<file path="config.mk">
export PLATFORM = sky130hd
export DESIGN_NAME = midi_note_staff_speller
export DESIGN_NICKNAME = d
export VERILOG_FILES = /design/src/hw/rtl/mnss_pkg.sv /design/src/hw/rtl/midi_note_staff_speller.sv
export VERILOG_INCLUDE_DIRS = /design/src /design/src/hw/rtl
export SDC_FILE = /design/constraint.sdc
export NUM_CORES = 1
export LEC_CHECK = 0
export BUFFER_PORTS_ARGS = -buffer_cell sky130_fd_sc_hd__buf_4
export CAP_MARGIN = 20
export CORE_UTILIZATION = 51
export DETAILED_ROUTE_END_ITERATION = 10
export PLACE_DENSITY = 0.66
export SYNTH_ARGS = -nofsm -noshare
export SYNTH_HDL_FRONTEND = slang
export SYNTH_SLANG_ARGS = --single-unit
</file>
<file path="constraint.sdc">
create_clock -name i_clk -period 8.9 [get_ports i_clk]
set_clock_uncertainty 0.15 [all_clocks]
set_input_delay 1.335 -clock i_clk [delete_from_list [all_inputs] [get_ports i_clk]]
set_output_delay 1.335 -clock i_clk [all_outputs]
set_load 0.02 [all_outputs]
</file>
<file path="src/hw/rtl/midi_note_staff_speller_macros.svh">
// Assertion macros for the staff speller RTL.
// Taken in by `include; no other dependencies.
`ifndef MIDI_NOTE_STAFF_SPELLER_MACROS_SVH
`define MIDI_NOTE_STAFF_SPELLER_MACROS_SVH

`ifndef SYNTHESIS

// same-cycle implication, checked out of reset
`define MNSS_ASSERT_NOW(label, clk, rst_n, cond, prop) \
    label: assert property (@(posedge clk) disable iff (!(rst_n)) (cond) |-> (prop)) \
        else $error("staff speller check failed");

// next-cycle implication, checked out of reset
`define MNSS_ASSERT_NEXT(label, clk, rst_n, cond, prop) \
    label: assert property (@(posedge clk) disable iff (!(rst_n)) (cond) |=> (prop)) \
        else $error("staff speller check failed");

`else

`define MNSS_ASSERT_NOW(label, clk, rst_n, cond, prop)
`define MNSS_ASSERT_NEXT(label, clk, rst_n, cond, prop)

`endif

`endif

</file>
<file path="src/hw/rtl/mnss_pkg.sv">
// Types, constants and lookup functions for the staff speller.
// No dependencies; used by midi_note_staff_speller.
package mnss_pkg;

    localparam int LETTERS = 7;

    localparam logic CMD_NOTE    = 1'b0;
    localparam logic CMD_RESTORE = 1'b1;

    typedef enum logic [1:0] {
        ACC_NATURAL = 2'd0,
        ACC_SHARP   = 2'd1,
        ACC_FLAT    = 2'd2
    } t_acc;

    typedef t_acc [LETTERS-1:0] t_acc_vec;

    typedef struct packed {
        logic       command;
        logic [6:0] note_number;
    } t_in_beat;

    typedef struct packed {
        logic [6:0] staff_note;
        logic       needs_accidental;
    } t_out_beat;

    // order in which sharps / flats enter a key signature
    localparam logic [2:0] SHARP_ORDER [LETTERS] = '{3'd3, 3'd0, 3'd4, 3'd1, 3'd5, 3'd2, 3'd6};
    localparam logic [2:0] FLAT_ORDER  [LETTERS] = '{3'd6, 3'd2, 3'd5, 3'd1, 3'd4, 3'd0, 3'd3};

    function automatic logic [2:0] pc_letter(input logic [3:0] pc);
        logic [2:0] l;
        case (pc)
            4'd0, 4'd1:  l = 3'd0;
            4'd2, 4'd3:  l = 3'd1;
            4'd4:        l = 3'd2;
            4'd5, 4'd6:  l = 3'd3;
            4'd7, 4'd8:  l = 3'd4;
            4'd9, 4'd10: l = 3'd5;
            default:     l = 3'd6;
        endcase
        return l;
    endfunction

    function automatic logic pc_black(input logic [3:0] pc);
        logic b;
        case (pc)
            4'd1, 4'd3, 4'd6, 4'd8, 4'd10: b = 1'b1;
            default:                       b = 1'b0;
        endcase
        return b;
    endfunction

    // letter accidentals for a key count; -8 clamps to seven flats
    function automatic t_acc_vec key_state(input logic signed [3:0] count);
        logic signed [3:0] c;
        logic [2:0]        n;
        t_acc_vec          v;
        c = (count == -4'sd8) ? -4'sd7 : count;
        n = c[3] ? 3'(-c) : c[2:0];
        for (int i = 0; i < LETTERS; i++) begin
            v[i] = ACC_NATURAL;
        end
        for (int i = 0; i < LETTERS; i++) begin
            if (3'(i) < n) begin
                if (c[3]) begin
                    v[FLAT_ORDER[i]] = ACC_FLAT;
                end else begin
                    v[SHARP_ORDER[i]] = ACC_SHARP;
                end
            end
        end
        return v;
    endfunction

endpackage

</file>
<file path="src/hw/rtl/midi_note_staff_speller.sv">
// Staff speller top level: spells MIDI notes onto staff positions.
// Depends on mnss_pkg and midi_note_staff_speller_macros.svh.
//
// Usage:
//   Input channel (i_in_valid / o_in_ready / i_in_data) carries one beat per
//   command. Command note spells i_in_data.note_number; command restore
//   reloads the per-letter accidentals from the key register and gives no
//   output beat.
//   Output channel (o_out_valid / i_out_ready / o_out_data) carries the staff
//   position (octave*7 + letter, C=0..B=6) and the needs-accidental flag.
//   Config: i_cfg_we writes i_cfg_data (signed count, sharps > 0, flats < 0)
//   into the key register; it only takes effect at the next restore.
// Timing:
//   Two register stages (input beat, result beat). A note beat is spelled
//   while it sits in the input stage; its result is registered into the
//   result stage, and o_out_valid is high from then on.
//   One beat per cycle is sustained while no note waits on a stalled output:
//   the accidental table is read and updated while a beat is in the input
//   stage, so the next beat sees the update immediately.
// Reset (synchronous, active low): both stages empty, key register 0, key of
//   C loaded (all natural, sharps preferred).
// Stall: a held output beat blocks the input stage only if that stage holds
//   a note; restore beats drain regardless. Upstream sees o_in_ready drop
//   only when both stages are full and the receiver is stalled.
`include "midi_note_staff_speller_macros.svh"

module midi_note_staff_speller (
    input  logic                    i_clk,
    input  logic                    i_rst_n,
    input  logic                    i_cfg_we,
    input  logic signed [3:0]       i_cfg_data,
    input  logic                    i_in_valid,
    output logic                    o_in_ready,
    input  mnss_pkg::t_in_beat      i_in_data,
    output logic                    o_out_valid,
    input  logic                    i_out_ready,
    output mnss_pkg::t_out_beat     o_out_data
);

    logic                 r_in_valid;
    mnss_pkg::t_in_beat   r_in;
    logic                 r_out_valid;
    mnss_pkg::t_out_beat  r_out;
    logic signed [3:0]    r_key;
    mnss_pkg::t_acc_vec   r_acc;
    logic                 r_prefer;

    mnss_pkg::t_acc_vec   n_acc;
    logic                 n_prefer;
    mnss_pkg::t_out_beat  n_out;

    logic        is_restore;
    logic        in_note;
    logic        out_stalled;
    logic        adv;
    logic        note_adv;
    logic        white_adv;
    logic [12:0] recip;
    logic [3:0]  octave;
    logic [6:0]  pc_full;
    logic [3:0]  pc;
    logic [2:0]  letter;
    logic [2:0]  letter_up;
    logic [2:0]  n_letter;
    logic        n_flag;
    logic [mnss_pkg::LETTERS-1:0] acc_natural;

    // --- handshake ---
    assign is_restore  = (r_in.command == mnss_pkg::CMD_RESTORE);
    assign in_note     = r_in_valid && !is_restore;
    assign out_stalled = r_out_valid && !i_out_ready;
    assign adv         = r_in_valid && !(in_note && out_stalled);
    assign note_adv    = adv && !is_restore;
    assign o_in_ready  = !r_in_valid || adv;
    assign o_out_valid = r_out_valid;
    assign o_out_data  = r_out;

    // --- note / 12 by reciprocal (43/512 is exact for 0..127) ---
    assign recip     = 13'(r_in.note_number) * 13'd43;
    assign octave    = recip[12:9];
    assign pc_full   = r_in.note_number - 7'({octave, 3'b000}) - 7'({octave, 2'b00});
    assign pc        = pc_full[3:0];
    assign letter    = mnss_pkg::pc_letter(pc);
    assign letter_up = letter + 3'd1;
    assign white_adv = note_adv && !mnss_pkg::pc_black(pc);

    // --- spelling and accidental update ---
    always_comb begin
        n_acc    = r_acc;
        n_prefer = r_prefer;
        n_letter = letter;
        n_flag   = 1'b0;
        if (is_restore) begin
            n_acc    = mnss_pkg::key_state(r_key);
            n_prefer = !r_key[3];
        end else if (!mnss_pkg::pc_black(pc)) begin
            if (r_acc[letter] != mnss_pkg::ACC_NATURAL) begin
                n_acc[letter] = mnss_pkg::ACC_NATURAL;
                n_flag        = 1'b1;
            end
        end else if (r_acc[letter] == mnss_pkg::ACC_SHARP) begin
            n_flag = 1'b0;
        end else if (r_acc[letter_up] == mnss_pkg::ACC_FLAT) begin
            n_letter = letter_up;
        end else if (r_prefer) begin
            n_acc[letter] = mnss_pkg::ACC_SHARP;
            n_flag        = 1'b1;
        end else begin
            n_letter         = letter_up;
            n_acc[letter_up] = mnss_pkg::ACC_FLAT;
            n_flag           = 1'b1;
        end
    end

    // staff = octave*7 + letter
    always_comb begin
        n_out.staff_note       = 7'({octave, 3'b000}) - 7'(octave) + 7'(n_letter);
        n_out.needs_accidental = n_flag;
    end

    // per-letter natural flags for the checks
    always_comb begin
        for (int i = 0; i < mnss_pkg::LETTERS; i++) begin
            acc_natural[i] = (r_acc[i] == mnss_pkg::ACC_NATURAL);
        end
    end

    // --- control state ---
    always_ff @(posedge i_clk) begin
        if (!i_rst_n) begin
            r_in_valid  <= 1'b0;
            r_out_valid <= 1'b0;
            r_key       <= 4'sd0;
            r_acc       <= mnss_pkg::key_state(4'sd0);
            r_prefer    <= 1'b1;
        end else begin
            if (i_cfg_we) begin
                r_key <= i_cfg_data;
            end
            if (o_in_ready) begin
                r_in_valid <= i_in_valid;
            end
            if (adv) begin
                r_acc    <= n_acc;
                r_prefer <= n_prefer;
            end
            if (note_adv) begin
                r_out_valid <= 1'b1;
            end else if (i_out_ready) begin
                r_out_valid <= 1'b0;
            end
        end
    end

    // --- payload ---
    always_ff @(posedge i_clk) begin
        if (o_in_ready && i_in_valid) begin
            r_in <= i_in_data;
        end
        if (note_adv) begin
            r_out <= n_out;
        end
    end

    // --- checks ---
    `MNSS_ASSERT_NEXT(a_note_gives_beat, i_clk, i_rst_n, note_adv, r_out_valid)
    `MNSS_ASSERT_NEXT(a_white_goes_natural, i_clk, i_rst_n, white_adv, acc_natural[$past(letter)])
    `MNSS_ASSERT_NOW(a_stall_only_when_full, i_clk, i_rst_n, !o_in_ready, in_note && out_stalled)

endmodule
</file>
Yosys cells after proc, flatten, opt, wreduce, memory -nomap -nowiden
Memories as Yosys holds them, arrays and structs flattened.
Index checks and enable logic that the tools add are counted.
W data, S select, Z words.
- add/subtract/negate cells: 6
- $mul: 1
- $lt $le $gt $ge: 11
- eq/ne operators: 10
- muxes and demuxes: 49
- bitwise gates (word level): 8
- reduce and logical (&&, ||, !) cells: 20
- operators by type and width (kind ; number):
    $mux W14 ; 6
    $mux W2 ; 20
    $mux W3 ; 6
    $and A14 B14 Y14 ; 1
    $and A7 B7 Y7 ; 2
    $not A14 Y14 ; 1
    $not A7 Y7 ; 2
    $or A7 B7 Y7 ; 2
    $mul A7 B6 Y13 const B ; 1
    $bmux W2 S3 ; 2
    $demux W2 S3 ; 2
    $eq A4 B4 Y1 const B ; 3
    $mux W4 ; 3
    $mux W1 ; 10
    $lt A3 B3 Y1 const A ; 3
    $logic_and A1 B1 Y1 ; 8
    $lt A3 B4 Y1 const B ; 2
    $sub A4 B4 Y4 ; 2
    $add A7 B3 Y7 ; 1
    $sub A7 B4 Y7 ; 1
    $ge A3 B1 Y1 const B ; 2
    $lt A1 B3 Y1 const A ; 2
    $lt A2 B3 Y1 const A ; 2
    $ne A3 B3 Y1 const B ; 2
    other kinds (14) ; 19
- register bits: 37
- ROM bits: 48
- input port bits: 17
- output and inout bits: 10
- word-level logic and storage cells: 121
- memories: 1
- memories (name ; depth ; width ; read ports ; clocked after memory_dff ; write ports ; line ; RTL):
    (name not given) ; 16 ; 3 ; 1 ; 0 ; 0 ; mnss_pkg.sv:34 ; case (pc)

Longest topological paths before layout
Gate-level depths: netlist of the first run.
An unclocked memory read counts as a cell.
- depth after elaboration: 16
- gate-level depth with buffers: 35

Worst setup path before layout of the first run
No wires, ideal clock.
- kind: reg2reg
- start point: register r_in[2] in the netlist's numbering
- end point: register r_out, in the netlist o_out_data[6] (data pin)
- library setup time: 262 ps
- arrival time: 7183 ps
- setup slack: 1305 ps
- stages on the path, launching flop included: 34
- path buffers: 2
- period minus slack after synthesis: 7595 ps
- cells stage by stage: edfxtp_1 > ha_1 > fa_1 > inv_1 > fa_1 > inv_1 > ha_1 > nand3_1 > a211oi_2 > nor2_2 > xnor2_1 > ha_1 > xnor2_1 > xnor3_2 > xor2_4 > and3_1 > buf_4 > nor2_2 > inv_2 > ha_1 > buf_1 > inv_1 > or4_1 > a21oi_1 > a211o_1 > o21ai_2 > nand3_1 > mux2_2 > ha_1 > nor2b_1 > o21ai_0 > nand2b_1 > a211oi_1 > xnor2_1
- RTL lines (element ; line ; RTL):
    start, declared ; midi_note_staff_speller.sv:41 ; mnss_pkg::t_in_beat r_in;
    start signal, assigned ; midi_note_staff_speller.sv:158 ; r_in <= i_in_data;
    end signal, assigned ; midi_note_staff_speller.sv:161 ; r_out <= n_out;
    end, declared ; midi_note_staff_speller.sv:43 ; mnss_pkg::t_out_beat r_out;

==> results.py, run 1 <==
metrics = {
    "die": {
        "die_w_um": 84.9,
        "fp-row-count": 29,
        "initial_core_util_pct": 54.0,
        "ioPinCount": 27,
        "core_mm2": 0.00649,
        "die_h_um": 84.9,
        "dieArea_mm2": 0.00721,
    },
    "pwr": {
        "power.density_mw_per_mm2": 408,
        "leakage_uw": 0.00164,
        "vdd_ir_drop_max_uv": 192,
        "total_power_uw": 1560,
    },
    "worst_hold_path": {
        "worstHoldEndpoint": "r_acc[3]$_SDFFE_PN0P_",
        "hp-class": "reg2reg",
        "worstHoldStart": "r_acc[3]$_SDFFE_PN0P_",
        "min_path_cells": 2,
    },
    "grt": {
        "grt_usage_pct": 24.4,
        "grt_pass1_vias": 2788,
        "antenna_found_initial": 0,
        "grt_max_degree": 26,
        "grt_pass1_wl_um": 13700,
        "gr-total-overflow": 0,
    },
    "worst_setup_path": {
        "ff2ff_path_depth": 31,
        "cp_max_fo": 18,
        "crit_type": "reg2reg",
        "r2r_slack_ns": 0.56,
        "slowest_delay_ns": 0.52,
        "path_common_cell": "ha_1",
        "cpMaxStageDelayCell": "fa_1",
        "cp.required_ns": 8.78,
        "r2r_end": "o_out_data[6]$_DFFE_PP_",
        "cp.arrival_ns": 8.22,
        "r2r-start": "r_in[2]$_DFFE_PP_",
        "critPathCaptureType": "flip-flop",
        "cp-start-kind": "flip-flop",
    },
    "synthesis": {
        "synth_edf_count": 16,
        "synthFlopType": "dfxtp_1",
        "yosysWarningCount": 0,
        "ys_seq_elements": 37,
        "synth_nets": 474,
        "netlist_instances": 409,
        "seq_area_frac_synth_pct": 25.7,
        "yosysTopAreaCell": "ha_1",
        "yosysTopAreaCellShare_pct": 14.6,
        "syn_area_mm2": 0.00351,
        "ys_types": 66,
        "avgSynthCellArea_um2": 8.57,
        "synth_area_leaders": "ha_1 (15%), edfxtp_1 (14%), dfxtp_1 (12%)",
        "synthArstFlopShare_pct": 0,
    },
    "sta": {
        "fin_crit_ns": 8.34,
        "fmax_mhz": 120,
        "final_min_period_over_clock_period_pct": 93.7,
        "setup_viol": 0,
        "tightest_slew_ns": 0.779,
        "rsz0062_at_grt": "false",
        "tns_ns": 0,
        "hold_viol_final": 0,
        "drv_slew": 0,
        "slew_headroom_pct": 47.9,
    },
    "place": {
        "dp_hpwl_um": 6590,
        "io_buffers": 26,
        "gp_congestion": 1.01,
        "placed_cells": 496,
        "placed_area_mm2": 0.00373,
    },
    "final_layout": {
        "finalInstanceArea_mm2": 0.00381,
        "fin_util_pct": 58.7,
        "nets": 491,
        "diodes": 0,
        "finalNonFillerCells": 504,
        "area_growth_pct": 8.78,
        "drive_gt1_share_pct": 13.6,
    },
    "routing": {
        "route.vias.total": 3078,
        "drtPass1Iterations": 5,
        "via_per_inst": 6.11,
        "avgRoutedWirePerCell_um": 16.5,
        "first_iter_violations": 360,
        "drc_errors": 0,
        "routed_wl_um": 8310,
        "antenna_left": 0,
    },
    "clock_network": {
        "numCtsBuffers": 5,
        "ctsHoldBuffers": 0,
        "cts_tree": "yes",
        "cts.sinks": 37,
        "cts.htree.levels": 2,
        "postCtsResizedCells": 0,
        "clock_path_buffers": 2,
        "cts_setup_buffers": 0,
        "clkLatencyLatePin_ns": 0.29,
        "clock-root-buffer": "clkbuf_8",
        "path_clk_slew_ns": 0.08,
    },
    "run_status": {
        "outcome": "finished, final reports clean",
    },
    "run": {
        "max-cap-violations": 0,
    },
}
## metrics by stage
step	setup WS [ns]	hold WS [ns]
final	0.559	0.351
after global routing	0.0740	0.390
after CTS	0.457	0.353
after detailed placement	0.489	0.342
after global placement	0.660	0.341
after floorplan	1.31	0.289
## per-layer routing
metal | vias up | track usage, % | routed length (µm)
li1 | 1507 | - | -
met3 | 15 | 4.47 | 814
met5 | - | 0 | 0
met1 | 1381 | 35.5 | 3920
met4 | 0 | 5.55 | 131
met2 | 175 | 37.8 | 3450
## how the worst max path moves through the flow
stage	start	cells past startpoint	to	slack, ns
after floorplan	r_in[2]$_DFFE_PP_	33	o_out_data[6]$_DFFE_PP_	1.31
after global placement	r_in[2]$_DFFE_PP_	31	o_out_data[6]$_DFFE_PP_	0.66
after detailed placement	r_in[2]$_DFFE_PP_	31	o_out_data[6]$_DFFE_PP_	0.49
after CTS	r_in[2]$_DFFE_PP_	31	o_out_data[6]$_DFFE_PP_	0.46
after global routing	r_in[1]$_DFFE_PP_	31	o_out_data[6]$_DFFE_PP_	0.07
final	r_in[2]$_DFFE_PP_	31	o_out_data[6]$_DFFE_PP_	0.56
## synthesized netlist by cell type, types with 11 or more instances
cell      instances
clkbuf_1         12
inv_1            33
nor2b_1          12
mux2i_1          11
xnor2_1          11
o21ai_0          20
dfxtp_1          21
a21oi_1          26
nand2_1          29
nor2_1           32
ha_1             41
nand3_1          16
edfxtp_1         16
## registers in the layout, indices dropped and copies added (netlist names)
name,cells
r_acc,14
is_restore,1
r_prefer,1
r_in_valid,1
r_key,4
r_in,7
o_out_valid,1
o_out_data,8
## cells by family after synthesis
group | synth area share, %
simple gates | 18.7
compound gates | 20.8
buf+inv | 5.82
fa+ha+maj | 18.6
flops | 25.7
xor+xnor | 5.92
mux | 4.50
## cell usage in the layout, fill, tap and decap left out, types with 3 or more instances in the layout
| master | count |
|---|---|
| a31oi_1 | 9 |
| o21a_1 | 4 |
| a211o_1 | 3 |
| mux2_2 | 3 |
| dfxtp_1 | 21 |
| xor2_1 | 5 |
| o21ai_0 | 20 |
| clkbuf_8 | 5 |
| nand4_1 | 5 |
| o211a_1 | 3 |
| o41ai_1 | 3 |
| and2_1 | 4 |
| nand2_1 | 29 |
| a21o_1 | 3 |
| a211oi_1 | 6 |
| a21oi_1 | 26 |
| mux2i_1 | 11 |
| xnor2_1 | 11 |
| fa_1 | 7 |
| nor3b_1 | 5 |
| o21ai_1 | 6 |
| buf_4 | 27 |
| edfxtp_1 | 16 |
| nor2b_1 | 12 |
| nand2b_1 | 5 |
| ha_1 | 40 |
| nand3_1 | 16 |
| inv_1 | 33 |
| nor2_1 | 32 |
| nor3_1 | 10 |
## power breakdown
part | total (µW) | leakage (µW) | switching, µW | internal, µW
logic | 1200 | 0.00127 | 744 | 451
clock network | 112 | 0.0000450 | 57.4 | 54.3
registers | 251 | 0.000323 | 24.0 | 227
## critical path: cells and delay by family, from the launching register on
kind,cells,cell delay [ns]
adders and majority gates,7,2.66
and+or+nand+nor,7,1.41
xor gates and xnor gates,5,1.33
AOI/OAI and AO/OA,6,1.12
muxes,2,0.56
DFF,1,0.48
buffers and inverters,4,0.35
## layout make-up
cell class | instances | area, µm²
fill | 572 | 2680
multi-input combinational | 321 | 2400
sequential | 37 | 901
timing repair buffer | 27 | 203
inverter | 34 | 128
tap | 77 | 96.3
clock buffer | 6 | 72.6
clock inverter | 2 | 10.0
No activity file was read; power rests on OpenSTA's default activity.
==> inputs of run 2 (changes only) <==
--- a/config.mk
+++ b/config.mk
@@ -8,9 +8,9 @@
 export LEC_CHECK = 0
 export BUFFER_PORTS_ARGS = -buffer_cell sky130_fd_sc_hd__buf_4
 export CAP_MARGIN = 20
-export CORE_UTILIZATION = 51
+export CORE_UTILIZATION = 45
 export DETAILED_ROUTE_END_ITERATION = 10
-export PLACE_DENSITY = 0.66
+export PLACE_DENSITY = 0.6
 export SYNTH_ARGS = -nofsm -noshare
 export SYNTH_HDL_FRONTEND = slang
 export SYNTH_SLANG_ARGS = --single-unit
==> run 2 against run 1 <==
Effect of this change:
- critical path depth unchanged
- total power up 5.8%
- global-route usage down 2.1 points
==> results.py, run 2 (synthesis results as in run 1) <==
metrics = {
    "die": {
        "die_h_um": 90.3,
        "die_w_um": 90.3,
        "initial_core_util_pct": 47.3,
        "core_mm2": 0.00741,
        "ioPinCount": 27,
        "fp-row-count": 31,
        "dieArea_mm2": 0.00815,
    },
    "sta": {
        "drv_slew": 0,
        "hold_viol_final": 0,
        "final_min_period_over_clock_period_pct": 91.9,
        "slew_headroom_pct": 46.5,
        "rsz0062_at_grt": "false",
        "tns_ns": 0,
        "final.setup.worst_slack_ns": 0.724,
        "fin_crit_ns": 8.18,
        "fmax_mhz": 122,
        "tightest_slew_ns": 0.801,
        "setup_viol": 0,
    },
    "worst_setup_path": {
        "path_common_cell": "ha_1",
        "slowest_delay_ns": 0.53,
        "cp_max_fo": 16,
        "critPathCaptureType": "flip-flop",
        "cp.arrival_ns": 8.07,
        "cp.required_ns": 8.79,
        "crit_type": "reg2reg",
        "cpMaxStageDelayCell": "fa_1",
        "cp-start-kind": "flip-flop",
    },
    "final_layout": {
        "diodes": 0,
        "finalInstanceArea_mm2": 0.00392,
        "drive_gt1_share_pct": 14.8,
        "final_common_cell": "ha_1",
        "largest_register_ffs": 14,
        "layout_common_cells": "ha_1 (40), inv_1 (33), nor2_1 (32), buf_4 (32), nand2_1 (29)",
        "finalNonFillerCells": 531,
        "nets": 496,
        "top_register": "r_acc",
        "area_growth_pct": 11.8,
    },
    "routing": {
        "via_per_inst": 5.82,
        "first_iter_violations": 329,
        "drc_errors": 0,
        "drtPass1Iterations": 5,
        "avgRoutedWirePerCell_um": 16.1,
        "routed_wl_um": 8570,
        "route.vias.total": 3091,
        "antenna_left": 0,
    },
    "pwr": {
        "power_switching_uw": 845,
        "power.density_mw_per_mm2": 420,
        "switching_share_pct": 51.3,
        "p_comb_share_pct": 75.5,
        "vdd_ir_drop_max_uv": 164,
        "pwr-share-clk_pct": 9.2,
        "leakage_uw": 0.00168,
        "p_seq_share_pct": 15.3,
        "cellInternalPower_uw": 802,
    },
    "run_status": {
        "outcome": "finished, final reports clean",
    },
    "clock_network": {
        "clock_path_buffers": 2,
        "path_clk_slew_ns": 0.08,
        "cts_tree": "yes",
        "numCtsBuffers": 5,
        "clkLatencyLatePin_ns": 0.29,
        "cts.sinks": 37,
        "ctsHoldBuffers": 0,
        "cts.htree.levels": 2,
        "clock-root-buffer": "clkbuf_8",
    },
    "grt": {
        "gr-total-overflow": 0,
        "antenna_found_initial": 0,
        "grt_max_degree": 26,
        "grt_pass1_wl_um": 14600,
        "grt_usage_pct": 22.3,
        "grt_pass1_vias": 2891,
    },
    "run": {
        "max-cap-violations": 0,
    },
    "place": {
        "dp_hpwl_um": 6640,
        "gp_congestion": 0.971,
        "dpl_worst_slack_ns": 0.500,
        "placed_cells": 519,
        "placed_area_mm2": 0.00376,
        "io_buffers": 26,
    },
    "worst_hold_path": {
        "hp-class": "reg2reg",
    },
}
==> run 2: what timing repair did <==
item,in CTS,in global routing
hold endpoints to repair,0,0
resized for setup,0,1
setup endpoints to repair,0,2
buffers inserted,0,4
==> run 2: stage by stage <==
stage | hold slack [ns] | utilization (%) | total power [µW]
3_5_place_dp | 0.335 | 50.8 | 1430
3_3_place_gp | 0.352 | 50.8 | 1430
4_1_cts | 0.350 | 52.5 | 1580
2_1_floorplan | 0.289 | - | 1190
6_report | 0.354 | 52.9 | 1650
5_1_grt | 0.382 | 52.9 | 1790
==> run 2: layout make-up <==
class	count	area [µm²]
fill	685	3490
tap	99	124
timing repair buffer	32	240
sequential	37	901
clock buffer	7	119
inverter	34	128
multi-input combinational	321	2400
clock inverter	1	5.00
==> run 2: path summary, 6_finish.rpt <==
kind,startpoint,to,slack (ns),cells after the start
worst max-delay path,r_in[4]$_DFFE_PP_,o_out_data[6]$_DFFE_PP_,0.72,31
worst min-delay path,r_acc[3]$_SDFFE_PN0P_,r_acc[3]$_SDFFE_PN0P_,0.35,2
worst max register to register,r_in[4]$_DFFE_PP_,o_out_data[6]$_DFFE_PP_,0.72,31
worst min register to register,r_acc[3]$_SDFFE_PN0P_,r_acc[3]$_SDFFE_PN0P_,0.35,2
==> run 2: critical path: cells and delay by family (launching register included) <==
kind,cells,cell delay (ns)
buf+inv,4,0.35
simple gates,8,1.71
fa+ha+maj,7,2.69
flops,1,0.49
compound gates,6,1.14
mux,1,0.36
xor+xnor,5,1.06
==> run 2: per-layer routing <==
layer / vias to the layer above / global-route usage [%] / part of all wire, %
li1: 1519 / - / -
met1: 1396 / 34.2 / 48
met2: 157 / 32.7 / 41
met3: 19 / 2.95 / 9.7
met4: 0 / 5.51 / 1.7
met5: - / 0 / 0
==> run 2: power by group through the flow <==
stage	Sequential [µW]	Combinational (µW)	Clock [µW]
CTS	250	1180	156
floorplan	257	937	0
global placement	254	1180	0
detailed placement	254	1180	0
finish	251	1240	152
global route	253	1380	163
==> inputs of run 3 (changes only) <==
--- a/config.mk
+++ b/config.mk
@@ -8,9 +8,10 @@
 export LEC_CHECK = 0
 export BUFFER_PORTS_ARGS = -buffer_cell sky130_fd_sc_hd__buf_4
 export CAP_MARGIN = 20
-export CORE_UTILIZATION = 45
+export CORE_UTILIZATION = 55
 export DETAILED_ROUTE_END_ITERATION = 10
-export PLACE_DENSITY = 0.6
+export HOLD_SLACK_MARGIN = 0.05
+export PLACE_DENSITY = 0.7
 export SYNTH_ARGS = -nofsm -noshare
 export SYNTH_HDL_FRONTEND = slang
 export SYNTH_SLANG_ARGS = --single-unit
==> run 3 against run 2 <==
Effect of this change:
- critical path type unchanged
- sequential share of layout area increased by 0.44 points
- critical path depth unchanged
- flip-flop and latch count unchanged
- utilization increased by 11 points
- global-route usage increased by 5.4 points
- count of clock-buffer cells in the layout decreased by 1
- hold slack improved by 0.0088 ns
- non-clock buffer count decreased by 4
- sequential power about the same
- critical endpoint unchanged
- total power decreased by 3.0%
==> results.py, run 3 (synthesis results as in run 1) <==
metrics = {
    "routing": {
        "antenna_left": 0,
        "drc_errors": 0,
        "via_per_inst": 6.12,
        "avgRoutedWirePerCell_um": 16.9,
        "route.vias.total": 3079,
        "routed_wl_um": 8510,
        "drtPass1Iterations": 5,
        "first_iter_violations": 303,
    },
    "clock_network": {
        "cts.sinks": 37,
        "clock-root-buffer": "clkbuf_8",
        "cts_tree": "yes",
        "clock_path_buffers": 2,
        "path_clk_slew_ns": 0.09,
        "numCtsBuffers": 5,
        "clkLatencyLatePin_ns": 0.30,
        "cts.htree.levels": 2,
    },
    "sta": {
        "drv_slew": 0,
        "hold_viol_final": 0,
        "slew_headroom_pct": 46.8,
        "fmax_mhz": 120,
        "final_min_period_over_clock_period_pct": 93.3,
        "setup_viol": 0,
        "tns_ns": 0,
        "tightest_slew_ns": 0.796,
        "fin_crit_ns": 8.31,
        "rsz0062_at_grt": "false",
    },
    "worst_setup_path": {
        "r2r_slack_ns": 0.59,
        "path_buf_inv": 4,
        "cpMaxStageDelayCell": "fa_1",
        "crit_type": "reg2reg",
        "cp-start-kind": "flip-flop",
        "critPathCaptureType": "flip-flop",
        "cp_top_family": "adder cells",
        "path_common_cell": "ha_1",
        "cp_max_fo": 18,
        "r2r-start": "r_in[1]$_DFFE_PP_",
        "ff2ff_path_depth": 31,
        "r2r_end": "o_out_data[6]$_DFFE_PP_",
        "slowest_delay_ns": 0.54,
        "cp.arrival_ns": 8.21,
        "cp.required_ns": 8.80,
    },
    "final_layout": {
        "final_common_cell": "ha_1",
        "drive_gt1_share_pct": 14.0,
        "fillCellCount": 544,
        "area_growth_pct": 9.71,
        "top_register": "r_acc",
        "diodes": 0,
        "layout_common_cells": "ha_1 (40), inv_1 (33), nor2_1 (32)",
        "nets": 492,
        "largest_register_ffs": 14,
        "fin_util_pct": 63.8,
    },
    "die": {
        "ioPinCount": 27,
        "initial_core_util_pct": 58.2,
        "die_h_um": 81.8,
        "fp-row-count": 28,
        "die_w_um": 81.8,
        "dieArea_mm2": 0.00670,
        "core_mm2": 0.00603,
    },
    "pwr": {
        "power.density_mw_per_mm2": 415,
        "vdd_ir_drop_max_uv": 378,
        "leakage_uw": 0.00165,
    },
    "grt": {
        "grt_pass1_wl_um": 13900,
        "gr-total-overflow": 0,
        "grt_usage_pct": 27.7,
        "antenna_found_initial": 0,
        "grt_pass1_vias": 2819,
        "grt_max_degree": 26,
    },
    "place": {
        "io_buffers": 26,
        "gp_congestion": 0.983,
        "dp_hpwl_um": 6600,
    },
    "worst_hold_path": {
        "worstHoldEndpoint": "r_acc[3]$_SDFFE_PN0P_",
        "min_path_cells": 2,
        "hp-class": "reg2reg",
        "worstHoldStart": "r_acc[3]$_SDFFE_PN0P_",
    },
    "run": {
        "max-cap-violations": 0,
    },
    "run_status": {
        "outcome": "finished, final reports clean",
    },
}
run 3: cell types whose count changed in the layout (fill, tap and decap cells not counted), sizes merged:
cell	previous run	this run
buf	32	28
clkbuf	7	6
clkinvlp	0	1
run 3: worst reg2reg max path, delay by kind of cell, from the launching register on:
kind / cells / cell delay [ns]
adders and majority gates: 7 / 2.65
xor gates and xnor gates: 5 / 1.30
buffers and inverters: 4 / 0.35
DFF: 1 / 0.52
muxes: 2 / 0.56
AOI/OAI and AO/OA: 6 / 1.11
and+or+nand+nor: 7 / 1.42
run 3: layer usage:
layer / up-vias / wire, µm / global-route usage [%]
li1: 1508 / - / -
met1: 1403 / 3970 / 39.4
met2: 151 / 3590 / 41.4
met3: 17 / 801 / 5.89
met4: 0 / 149 / 8.42
met5: - / 0 / 0
run 3: cell type report:
type	instances	area [µm²]	share of cell area (%)
Clock buffer	6	93.8	2.44
Clock inverter	2	16.3	0.423
Inverter	34	128	3.32
Multi-Input combinational cell	321	2400	62.5
Sequential cell	37	901	23.4
Tap cell	75	93.8	2.44
Timing Repair Buffer	28	210	5.47
run 3: how the worst max path moves through the flow:
stage                     cells after the start                       to         startpoint
after detailed placement                     31  o_out_data[6]$_DFFE_PP_  r_in[2]$_DFFE_PP_
after global placement                       31  o_out_data[6]$_DFFE_PP_  r_in[2]$_DFFE_PP_
final                                        31  o_out_data[6]$_DFFE_PP_  r_in[1]$_DFFE_PP_
after global routing                         31  o_out_data[6]$_DFFE_PP_  r_in[1]$_DFFE_PP_
after CTS                                    31  o_out_data[6]$_DFFE_PP_  r_in[1]$_DFFE_PP_
after floorplan                              33  o_out_data[6]$_DFFE_PP_  r_in[2]$_DFFE_PP_
run 3: what timing repair did:
item                       CTS  global route
setup endpoints to repair    0             1
resized for setup            0             1
hold buffers                 0             0
setup buffers                0             0
run 3: stage by stage:
stage | power, µW | instances | worst slack [ns] | hold slack [ns] | cell area [µm²]
after floorplan | 1190 | 409 | 1.31 | 0.289 | 3510
after global placement | 1420 | 495 | 0.730 | 0.346 | 3730
after detailed placement | 1420 | 495 | 0.523 | 0.353 | 3730
after CTS | 1570 | 503 | 0.499 | 0.366 | 3840
after global routing | 1740 | 503 | 0.0940 | 0.394 | 3850
final | 1600 | 503 | 0.592 | 0.363 | 3850
run 3: where the power goes:
part | total, µW | internal [µW] | switching, µW
clock network | 140 | 72.6 | 67.7
registers | 251 | 227 | 24.8
logic | 1210 | 453 | 753
total | 1600 | 752 | 845
